## config.mk

```make
export PLATFORM = sky130hd
export DESIGN_NAME = deadline_sorted_timer_queue_top_flat
export DESIGN_NICKNAME = d
export VERILOG_FILES = /design/src/rtl/dstq_pkg.sv /design/src/rtl/dstq_if.sv /design/src/rtl/dstq_cmp.sv /design/src/rtl/dstq_slots.sv /design/src/rtl/deadline_sorted_timer_queue_top.sv /design/src/flat_wrapper.sv
export SDC_FILE = /design/constraint.sdc
export NUM_CORES = 2
export LEC_CHECK = 0
export BUFFER_PORTS_ARGS = -buffer_cell sky130_fd_sc_hd__clkbuf_2
export CORE_MARGIN = 1
export CORE_UTILIZATION = 64
export CTS_CLUSTER_SIZE = 40
export DETAILED_ROUTE_END_ITERATION = 10
export PLACE_DENSITY = 0.87
export SLEW_MARGIN = 30
export SYNTH_ARGS = -nofsm -noshare
export SYNTH_HDL_FRONTEND = slang
export SYNTH_SLANG_ARGS = --single-unit
```

## constraint.sdc

```tcl
create_clock -name i_clk -period 7.35 [get_ports i_clk]
set_input_delay 0.3675 -clock i_clk [delete_from_list [all_inputs] [get_ports i_clk]]
set_output_delay 0.3675 -clock i_clk [all_outputs]
set_load 0.01 [all_outputs]
```

## src/rtl/dstq_pkg.sv

```systemverilog
// shared types and constants for the deadline sorted timer queue
package dstq_pkg;

    localparam int QUEUE_DEPTH_DEF = 8;
    localparam int CNT_W_DEF       = $clog2(QUEUE_DEPTH_DEF + 1);
    localparam int TICK_W          = 32;
    localparam int DELAY_W         = 31;
    localparam int CODE_W          = 16;
    localparam int KIND_W          = 2;

    // request kinds
    typedef enum logic [KIND_W-1:0] {
        KIND_TICK    = 2'd0,
        KIND_ENQUEUE = 2'd1,
        KIND_CONSUME = 2'd2,
        KIND_NOP     = 2'd3
    } t_kind;

    // sequencer states
    typedef enum logic [1:0] {
        ST_IDLE,
        ST_SCAN,
        ST_INSERT,
        ST_DONE
    } t_state;

    // operations on the slot array
    typedef enum logic [2:0] {
        SOP_HOLD,
        SOP_ROTATE,
        SOP_INSERT,
        SOP_REMOVE,
        SOP_DROP
    } t_slot_op;

    typedef struct packed {
        logic [TICK_W-1:0]  start;
        logic [DELAY_W-1:0] delay;
        logic [CODE_W-1:0]  code;
        logic               active;
    } t_slot_entry;

endpackage

```

## src/rtl/dstq_if.sv

```systemverilog
// request and result channel interfaces
interface dstq_in_if;
    import dstq_pkg::*;

    logic               valid;
    logic               ready;
    logic [KIND_W-1:0]  kind;
    logic [CODE_W-1:0]  task_code;
    logic [DELAY_W-1:0] delay_ticks;

    modport source (output valid, kind, task_code, delay_ticks, input ready);
    modport sink   (input valid, kind, task_code, delay_ticks, output ready);
endinterface

interface dstq_out_if #(
    parameter int CNT_W = dstq_pkg::CNT_W_DEF
);
    import dstq_pkg::*;

    logic              valid;
    logic              ready;
    logic              head_due;
    logic [CODE_W-1:0] removed_code;
    logic              removed_valid;
    logic              displaced;
    logic [CNT_W-1:0]  active_count;

    modport source (output valid, head_due, removed_code, removed_valid, displaced,
                    active_count, input ready);
    modport sink   (input valid, head_due, removed_code, removed_valid, displaced,
                    active_count, output ready);
endinterface

```

## src/rtl/dstq_cmp.sv

```systemverilog
// shared wrap-aware deadline comparator
module dstq_cmp (
    input  dstq_pkg::t_slot_entry         i_head,
    input  logic [dstq_pkg::TICK_W-1:0]   i_new_deadline,
    output logic                          o_later
);
    import dstq_pkg::*;

    logic [TICK_W-1:0] head_deadline;
    logic [TICK_W-1:0] diff;

    assign head_deadline = i_head.start + {1'b0, i_head.delay};
    assign diff          = head_deadline - i_new_deadline;
    // later when the difference is positive as a signed value
    assign o_later       = (diff != '0) && !diff[TICK_W-1];

endmodule

```

## src/rtl/dstq_slots.sv

```systemverilog
// slot array with rotate, insert, remove and drop operations
module dstq_slots #(
    parameter int QUEUE_DEPTH = dstq_pkg::QUEUE_DEPTH_DEF,
    parameter int IDX_W       = $clog2(QUEUE_DEPTH)
) (
    input  logic                   i_clk,
    input  logic                   i_rst_n,
    input  dstq_pkg::t_slot_op     i_op,
    input  logic [IDX_W-1:0]       i_pos,
    input  dstq_pkg::t_slot_entry  i_new,
    output dstq_pkg::t_slot_entry  o_head
);
    import dstq_pkg::*;

    t_slot_entry r_slot   [QUEUE_DEPTH];
    logic        r_active [QUEUE_DEPTH];

    assign o_head = '{start:  r_slot[0].start,
                      delay:  r_slot[0].delay,
                      code:   r_slot[0].code,
                      active: r_active[0]};

    for (genvar gi = 0; gi < QUEUE_DEPTH; gi++) begin : g_slot
        localparam int NEXT = (gi + 1) % QUEUE_DEPTH;
        localparam int PREV = (gi == 0) ? 0 : gi - 1;

        // payload, no reset
        always_ff @(posedge i_clk) begin
            case (i_op)
                SOP_ROTATE: r_slot[gi] <= r_slot[NEXT];
                SOP_REMOVE: begin
                    if (gi < QUEUE_DEPTH - 1) begin
                        r_slot[gi] <= r_slot[NEXT];
                    end
                end
                SOP_INSERT: begin
                    if (i_pos == IDX_W'(gi)) begin
                        r_slot[gi] <= i_new;
                    end else if (gi > 0 && i_pos < IDX_W'(gi)) begin
                        r_slot[gi] <= r_slot[PREV];
                    end
                end
                default: ;
            endcase
        end

        // active bits
        always_ff @(posedge i_clk) begin
            if (!i_rst_n) begin
                r_active[gi] <= 1'b0;
            end else begin
                case (i_op)
                    SOP_ROTATE: r_active[gi] <= r_active[NEXT];
                    SOP_REMOVE: begin
                        if (gi < QUEUE_DEPTH - 1) begin
                            r_active[gi] <= r_active[NEXT];
                        end else begin
                            r_active[gi] <= 1'b0;
                        end
                    end
                    SOP_DROP: begin
                        if (gi == QUEUE_DEPTH - 1) begin
                            r_active[gi] <= 1'b0;
                        end
                    end
                    SOP_INSERT: begin
                        if (i_pos == IDX_W'(gi)) begin
                            r_active[gi] <= 1'b1;
                        end else if (gi > 0 && i_pos < IDX_W'(gi)) begin
                            r_active[gi] <= r_active[PREV];
                        end
                    end
                    default: ;
                endcase
            end
        end
    end

endmodule

```

## src/rtl/deadline_sorted_timer_queue_top.sv

```systemverilog
// deadline sorted timer queue: sequencer, tick counter and result register
// tick, consume and no-op requests pass straight from idle to the done state
// enqueue requests first search: one compare per slot through the
//   shared comparator while the slot array rotates once, then the insert and done states
// one request at a time: a new request is taken only in the idle state; a result left
//   waiting holds the next request in its done state until the output is taken
// reset (synchronous, active low) clears the tick counter, count, active bits and sequencer
module deadline_sorted_timer_queue_top #(
    parameter int QUEUE_DEPTH = dstq_pkg::QUEUE_DEPTH_DEF,
    parameter int CNT_W       = $clog2(QUEUE_DEPTH + 1)
) (
    input  logic      i_clk,
    input  logic      i_rst_n,
    dstq_in_if.sink   i_in,
    dstq_out_if.source o_out
);
    import dstq_pkg::*;

    localparam int IDX_W = $clog2(QUEUE_DEPTH);
    localparam logic [IDX_W-1:0] LAST_IDX = IDX_W'(QUEUE_DEPTH - 1);
    localparam logic [CNT_W-1:0] FULL_CNT = CNT_W'(QUEUE_DEPTH);

    // sequencer
    t_state r_state, n_state;

    // request context
    logic [TICK_W-1:0]  r_tick;
    logic [CNT_W-1:0]   r_count;
    logic [CNT_W-1:0]   r_limit;      // active entries taking part in the search
    logic [CODE_W-1:0]  r_code;
    logic [DELAY_W-1:0] r_delay;
    logic [TICK_W-1:0]  r_new_dl;     // deadline of the entry being inserted
    logic [IDX_W-1:0]   r_idx;
    logic [IDX_W-1:0]   r_pos;
    logic               r_found;
    logic [CODE_W-1:0]  r_removed_code;
    logic               r_removed_valid;
    logic               r_displaced;

    // result register
    logic               r_out_valid;
    logic               r_head_due;
    logic [CODE_W-1:0]  r_out_code;
    logic               r_out_removed;
    logic               r_out_displaced;
    logic [CNT_W-1:0]   r_out_count;

    logic         accept;
    logic         out_free;
    t_slot_op     slot_op;
    t_slot_entry  head;
    t_slot_entry  new_entry;
    logic         later;
    logic         head_due;
    logic [TICK_W-1:0] elapsed;

    assign accept   = i_in.valid && i_in.ready;
    assign out_free = !r_out_valid || o_out.ready;

    assign new_entry = '{start: r_tick, delay: r_delay, code: r_code, active: 1'b1};

    dstq_slots #(
        .QUEUE_DEPTH (QUEUE_DEPTH),
        .IDX_W       (IDX_W)
    ) u_slots (
        .i_clk   (i_clk),
        .i_rst_n (i_rst_n),
        .i_op    (slot_op),
        .i_pos   (r_pos),
        .i_new   (new_entry),
        .o_head  (head)
    );

    // one comparator, walked over the slots as they rotate past the head
    dstq_cmp u_cmp (
        .i_head         (head),
        .i_new_deadline (r_new_dl),
        .o_later        (later)
    );

    // head is due once unsigned elapsed ticks reach its delay
    assign elapsed  = r_tick - head.start;
    assign head_due = head.active && (elapsed >= {1'b0, head.delay});

    // next state and slot operation
    always_comb begin
        n_state    = r_state;
        slot_op    = SOP_HOLD;
        i_in.ready = 1'b0;
        case (r_state)
            ST_IDLE: begin
                i_in.ready = 1'b1;
                if (accept) begin
                    case (t_kind'(i_in.kind))
                        KIND_ENQUEUE: begin
                            // full queue drops the latest deadline first
                            if (r_count == FULL_CNT) begin
                                slot_op = SOP_DROP;
                            end
                            n_state = ST_SCAN;
                        end
                        KIND_CONSUME: begin
                            if (head.active) begin
                                slot_op = SOP_REMOVE;
                            end
                            n_state = ST_DONE;
                        end
                        default: n_state = ST_DONE;
                    endcase
                end
            end
            ST_SCAN: begin
                slot_op = SOP_ROTATE;
                if (r_idx == LAST_IDX) begin
                    n_state = ST_INSERT;
                end
            end
            ST_INSERT: begin
                slot_op = SOP_INSERT;
                n_state = ST_DONE;
            end
            ST_DONE: begin
                if (out_free) begin
                    n_state = ST_IDLE;
                end
            end
            default: n_state = ST_IDLE;
        endcase
    end

    always_ff @(posedge i_clk) begin
        if (!i_rst_n) begin
            r_state <= ST_IDLE;
        end else begin
            r_state <= n_state;
        end
    end

    // control registers
    always_ff @(posedge i_clk) begin
        if (!i_rst_n) begin
            r_tick      <= '0;
            r_count     <= '0;
            r_out_valid <= 1'b0;
        end else begin
            if (accept && t_kind'(i_in.kind) == KIND_TICK) begin
                r_tick <= r_tick + 1'b1;
            end
            if (accept && t_kind'(i_in.kind) == KIND_CONSUME && head.active) begin
                r_count <= r_count - 1'b1;
            end
            if (r_state == ST_INSERT) begin
                r_count <= r_limit + 1'b1;
            end
            if (r_state == ST_DONE && out_free) begin
                r_out_valid <= 1'b1;
            end else if (o_out.ready) begin
                r_out_valid <= 1'b0;
            end
        end
    end

    // request context and search
    always_ff @(posedge i_clk) begin
        if (accept) begin
            r_code   <= i_in.task_code;
            r_delay  <= i_in.delay_ticks;
            r_new_dl <= r_tick + {1'b0, i_in.delay_ticks};
            r_idx    <= '0;
            r_found  <= 1'b0;
            // enqueue on a full queue searches one entry fewer
            if (t_kind'(i_in.kind) == KIND_ENQUEUE && r_count == FULL_CNT) begin
                r_displaced <= 1'b1;
                r_limit     <= FULL_CNT - 1'b1;
                r_pos       <= LAST_IDX;
            end else begin
                r_displaced <= 1'b0;
                r_limit     <= r_count;
                r_pos       <= r_count[IDX_W-1:0];
            end
            if (t_kind'(i_in.kind) == KIND_CONSUME && head.active) begin
                r_removed_code  <= head.code;
                r_removed_valid <= 1'b1;
            end else begin
                r_removed_code  <= '0;
                r_removed_valid <= 1'b0;
            end
        end else if (r_state == ST_SCAN) begin
            r_idx <= r_idx + 1'b1;
            // first active entry whose deadline is later takes the new slot
            if (!r_found && CNT_W'(r_idx) < r_limit && later) begin
                r_found <= 1'b1;
                r_pos   <= r_idx;
            end
        end
    end

    // result payload
    always_ff @(posedge i_clk) begin
        if (r_state == ST_DONE && out_free) begin
            r_head_due      <= head_due;
            r_out_code      <= r_removed_code;
            r_out_removed   <= r_removed_valid;
            r_out_displaced <= r_displaced;
            r_out_count     <= r_count;
        end
    end

    assign o_out.valid         = r_out_valid;
    assign o_out.head_due      = r_head_due;
    assign o_out.removed_code  = r_out_code;
    assign o_out.removed_valid = r_out_removed;
    assign o_out.displaced     = r_out_displaced;
    assign o_out.active_count  = r_out_count;

    // checks
    a_count_range: assert property (@(posedge i_clk) disable iff (!i_rst_n)
        r_count <= FULL_CNT)
        else $error("active count beyond queue depth");

    a_head_matches_count: assert property (@(posedge i_clk) disable iff (!i_rst_n)
        r_state == ST_IDLE |-> (head.active == (r_count != '0)))
        else $error("head active bit disagrees with active count");

    a_displaced_full: assert property (@(posedge i_clk) disable iff (!i_rst_n)
        o_out.valid && o_out.displaced |-> o_out.active_count == FULL_CNT)
        else $error("displacement reported on a queue that is not full");

    a_scan_length: assert property (@(posedge i_clk) disable iff (!i_rst_n)
        r_state == ST_SCAN && r_idx != LAST_IDX |=> r_state == ST_SCAN)
        else $error("search left before a full rotation");

    a_removed_flag: assert property (@(posedge i_clk) disable iff (!i_rst_n)
        o_out.valid && !o_out.removed_valid |-> o_out.removed_code == '0)
        else $error("removed code set without a removal");

endmodule

```

## src/flat_wrapper.sv

```systemverilog
// flat-port wrapper written by rule: the top's interface ports become plain ports
module deadline_sorted_timer_queue_top_flat import dstq_pkg::*;
#(
    parameter int QUEUE_DEPTH = dstq_pkg::QUEUE_DEPTH_DEF,
    parameter int CNT_W       = $clog2(QUEUE_DEPTH + 1)
)
  (i_clk, i_rst_n, i_in_valid, i_in_kind, i_in_task_code, i_in_delay_ticks, i_in_ready, o_out_valid, o_out_head_due, o_out_removed_code, o_out_removed_valid, o_out_displaced, o_out_active_count, o_out_ready);
  dstq_in_if i_in_i ();
  dstq_out_if #(.CNT_W(CNT_W)) o_out_i ();
  input  logic i_clk;
  input  logic i_rst_n;
  input wire logic [$bits(i_in_i.valid)-1:0] i_in_valid;
  input wire logic [$bits(i_in_i.kind)-1:0] i_in_kind;
  input wire logic [$bits(i_in_i.task_code)-1:0] i_in_task_code;
  input wire logic [$bits(i_in_i.delay_ticks)-1:0] i_in_delay_ticks;
  output wire logic [$bits(i_in_i.ready)-1:0] i_in_ready;
  output wire logic [$bits(o_out_i.valid)-1:0] o_out_valid;
  output wire logic [$bits(o_out_i.head_due)-1:0] o_out_head_due;
  output wire logic [$bits(o_out_i.removed_code)-1:0] o_out_removed_code;
  output wire logic [$bits(o_out_i.removed_valid)-1:0] o_out_removed_valid;
  output wire logic [$bits(o_out_i.displaced)-1:0] o_out_displaced;
  output wire logic [$bits(o_out_i.active_count)-1:0] o_out_active_count;
  input wire logic [$bits(o_out_i.ready)-1:0] o_out_ready;
  assign i_in_i.valid = i_in_valid;
  assign i_in_i.kind = i_in_kind;
  assign i_in_i.task_code = i_in_task_code;
  assign i_in_i.delay_ticks = i_in_delay_ticks;
  assign i_in_ready = i_in_i.ready;
  assign o_out_valid = o_out_i.valid;
  assign o_out_head_due = o_out_i.head_due;
  assign o_out_removed_code = o_out_i.removed_code;
  assign o_out_removed_valid = o_out_i.removed_valid;
  assign o_out_displaced = o_out_i.displaced;
  assign o_out_active_count = o_out_i.active_count;
  assign o_out_i.ready = o_out_ready;
  deadline_sorted_timer_queue_top #(.QUEUE_DEPTH(QUEUE_DEPTH), .CNT_W(CNT_W)) u_core (.i_clk(i_clk), .i_rst_n(i_rst_n), .i_in(i_in_i), .o_out(o_out_i));
endmodule
```

==> qor.yml <==
yosys:
  synthTopCellsByCount: "edfxtp_1, nand2_1, nor2_1"
  yosys_warnings: 0
  synth_edf_count: 766
  synth_top_area_share_pct: 51.9
  synth_area_leader_cell: "edfxtp_1"
  syn_nets: 4408
  synthCells: 4183
  synth_seq_cells: 810
  avgSynthCellArea_um2: 10.6
  yosysSeqAreaShare_pct: 53.9
  synth_area_leaders: "edfxtp_1, mux2i_1, nand2_1, ha_1, o21ai_0"
  yosysUniqueCellTypes: 82
  synth_ff_type: "edfxtp_1"
  async_flop_share_pct: 0
  netlist_area_um2: 44300
  synth.most_common_cell: "edfxtp_1"
clock_tree:
  cts-root-buf: "clkbuf_16"
  cts.sinks: 810
  cts_tree: "yes"
  clk-insertion-delay-late_ps: 670
  post_cts_resized: 0
  hold_buffers: 45
  cts_max_path_buffers: 3
  cts.clk_slew.worst_paths_ps: 60
  h-tree-depth: 3
  postCtsSetupBuffers: 0
  cts_buffers: 85
route:
  wl_per_cell_um: 25.4
  drt-vias-per-instance: 6.91
  drc: 0
  vias: 35500
  wirelength_mm: 130
  drtIter0Drc: 5104
  first_pass_iters: 8
  ant_nets: 0
worst_setup_path:
  r2r_start: "u_core.r_tick[0]"
  crit_end: "u_core.o_out.head_due"
  start_kind: "flip-flop"
  critical_path_class: "reg -> reg"
  max_stage_delay_ps: 520
  path_cells: "inv_1 > ha_1 > nand2b_1 > a21oi_2 > nor4_1 > o41a_1 > o31ai_2 > o21ai_0 > a21oi_1 > nor2b_1 > ha_1 > a21o_1 > a21oi_1 > nor2b_1 > o21ai_0 > a21oi_1 > a211oi_1 > o31ai_1 > a211oi_1 > and3_1 > nor4_1"
  path_depth: 21
  worst-path-buf-inv: 1
  critPathSlowestCell: "o31ai_2"
  crit_fanout: 9
  cp.required_ps: 7760
  cp-startpoint: "u_core.r_tick[0]"
  r2r_cells: 21
  cp-end-kind: "flip-flop"
  cp_common_cell: "a21oi_1"
  crit_family: "compound AO/OA/AOI/OAI gates"
  r2r_slack_ps: 2310
  arrival_ps: 5450
  r2r-end: "u_core.o_out.head_due"
final_layout:
  nFillCells: 4593
  multiInputGateArea_um2: 19000
  area_growth_pct: 9.55
  finalNetCount: 4374
  drive_gt1_share_pct: 9.11
  seqCellArea_um2: 23900
  stdcell_count: 5147
global_routing:
  grtUsageTotal_pct: 36.9
  grt_start_max_net_pins: 229
  antenna_found_initial: 2
  grt_pass1_vias: 34700
  grt_first_pass_wirelength_mm: 199
  overflow: 0
placement:
  detailed_place_hpwl_mm: 74.6
  dp_cells: 4946
  place.gp.congestion: 0.965
  dp_slack_ps: 2370
  portBuffers: 77
power_and_ir_drop:
  peakVddDrop_uv: 717
  p_leak_nw: 19.5
  total_power_mw: 26.7
  power.density_nw_per_um2: 550
timing:
  slew_viol_final: 23
  max_freq_ghz: 0.198
  finalSetupTns_ps: 0
  hold_ws_ps: 33.8
  rsz0062_at_grt: "no"
  setup_viol: 0
  period_share_pct: 68.6
  worst_slew_pin_slew_ps: 1530
  finalHoldViolations: 0
  postLayoutSetupSlackWorst_ps: 2310
  relSlewSlack_pct: -2.21
  skew_ps: 33.3
  fin_crit_ps: 5040
floorplan:
  initial_core_util_pct: 64.6
  ios: 78
  fp.dieW_um: 265
  rows: 96
  die-height_um: 265
  coreArea_um2: 68600
  die_area_um2: 70300
min_path:
  holdPathStages: 1
  holdCritStartpoint: "i_in_delay_ticks[0]"
  min-delay-path-class: "in -> reg"
flow_run:
  cap_violations: 0
run_status:
  status: "complete, but fails checks"
  failed_checks: "slew limit"
-- power by group --
group,switching (mW),internal [mW],total [mW]
clock network,1.91,2.30,4.22
logic,8.02,4.12,12.1
registers,1.57,8.77,10.3
total,11.5,15.2,26.7
-- sequential cells by signal, summed over array words and instances (netlist names), 8 cells and up --
name                       flops
u_core.r_delay                31
u_core.r_removed_code         16
u_core.r_tick                 32
u_core.o_out.removed_code     16
u_core.r_code                 16
u_core.u_slots.r_slot        632
u_core.u_slots.r_active        8
u_core.r_new_dl               32
-- stage by stage --
step	util [%]	instance area, um2
2_1_floorplan	-	44300
3_3_place_gp	66.0	45300
3_5_place_dp	66.2	45400
4_1_cts	70.7	48500
5_1_grt	70.8	48600
6_report	70.8	48600
-- placed cells by master, fill, tap and decap left out, types with 7 or more instances in the layout --
master	Yosys	final
a31oi_1	141	141
xnor2_1	70	70
nor2b_1	15	14
a21o_1	37	37
fa_1	33	33
nand2_1	636	624
o21a_1	15	15
nand3_1	36	36
o21bai_1	14	14
clkinv_2	0	22
mux2_2	79	79
and3_1	71	71
xor2_1	31	31
nor4_1	9	9
a22oi_1	77	77
dfxtp_1	44	44
edfxtp_1	766	766
inv_1	144	140
and2_1	26	25
clkbuf_2	1	77
clkbuf_16	0	85
nor2_1	334	330
buf_4	1	38
nand2_4	0	9
a211oi_1	18	18
dlygate4sd3_1	0	45
nand2b_1	17	16
nor3_1	22	21
a21oi_1	271	270
a221o_1	31	31
nand4_1	28	28
ha_1	139	138
o22ai_1	65	65
o21ai_1	10	10
clkbuf_1	243	16
mux2i_1	285	285
clkinv_1	1	14
o21ai_0	324	323
o221ai_1	7	7
-- final cells by class --
cell class / count / area share (%)
sequential: 810 / 49.2
multi-input combinational: 2938 / 39.1
clock buffer: 102 / 4.53
timing repair buffer: 169 / 2.73
tap: 931 / 2.40
inverter: 145 / 1.14
clock inverter: 49 / 0.945
antenna: 3 / 0.0155
-- worst register-to-register path, stage by stage (launching register included) --
cell      delay (ps)
dfxtp_1          500
inv_1            190
ha_1             240
nand2b_1         170
a21oi_2          220
nor4_1           110
o41a_1           460
o31ai_2          520
o21ai_0          210
a21oi_1          220
nor2b_1           70
ha_1             310
a21o_1           180
a21oi_1          140
nor2b_1           60
o21ai_0          160
a21oi_1           90
a211oi_1         220
o31ai_1          160
a211oi_1         310
and3_1           210
nor4_1            40
-- worst min-delay path by stage --
stage               slack [ps]                       endpoint
floorplan                  400         u_core.o_out.displaced
global placement           400  u_core.o_out.removed_code[14]
detailed placement         410   u_core.o_out.removed_code[1]
CTS                         20              u_core.r_delay[2]
global route                40              u_core.r_delay[0]
finish                      30              u_core.r_delay[0]
-- routing by layer --
layer  global-route usage [%]  up-vias  part of all wire, %  wire length, um
met4                     21.0        0                  5.5             7110
met2                     59.1     2835                   47            60800
met3                     7.01      548                   12            16000
li1                         -    15300                    -                -
met5                        0        -                    0                0
met1                     47.5    16900                   36            46600
-- cell families (layout without fill, tap and decap cells) --
kind of cell / count (synthesis) / after routing / synth area share [%]
buf+inv: 435 / 465 / 3.75
compound gates: 1078 / 1078 / 14.8
other cells: 0 / 3 / 0
simple gates: 1223 / 1223 / 11.7
fa+ha+maj: 172 / 172 / 5.41
mux: 364 / 364 / 8.44
flops: 810 / 810 / 53.9
xor+xnor: 101 / 101 / 2.00
Note: power is estimated with default switching activity, not from simulation.
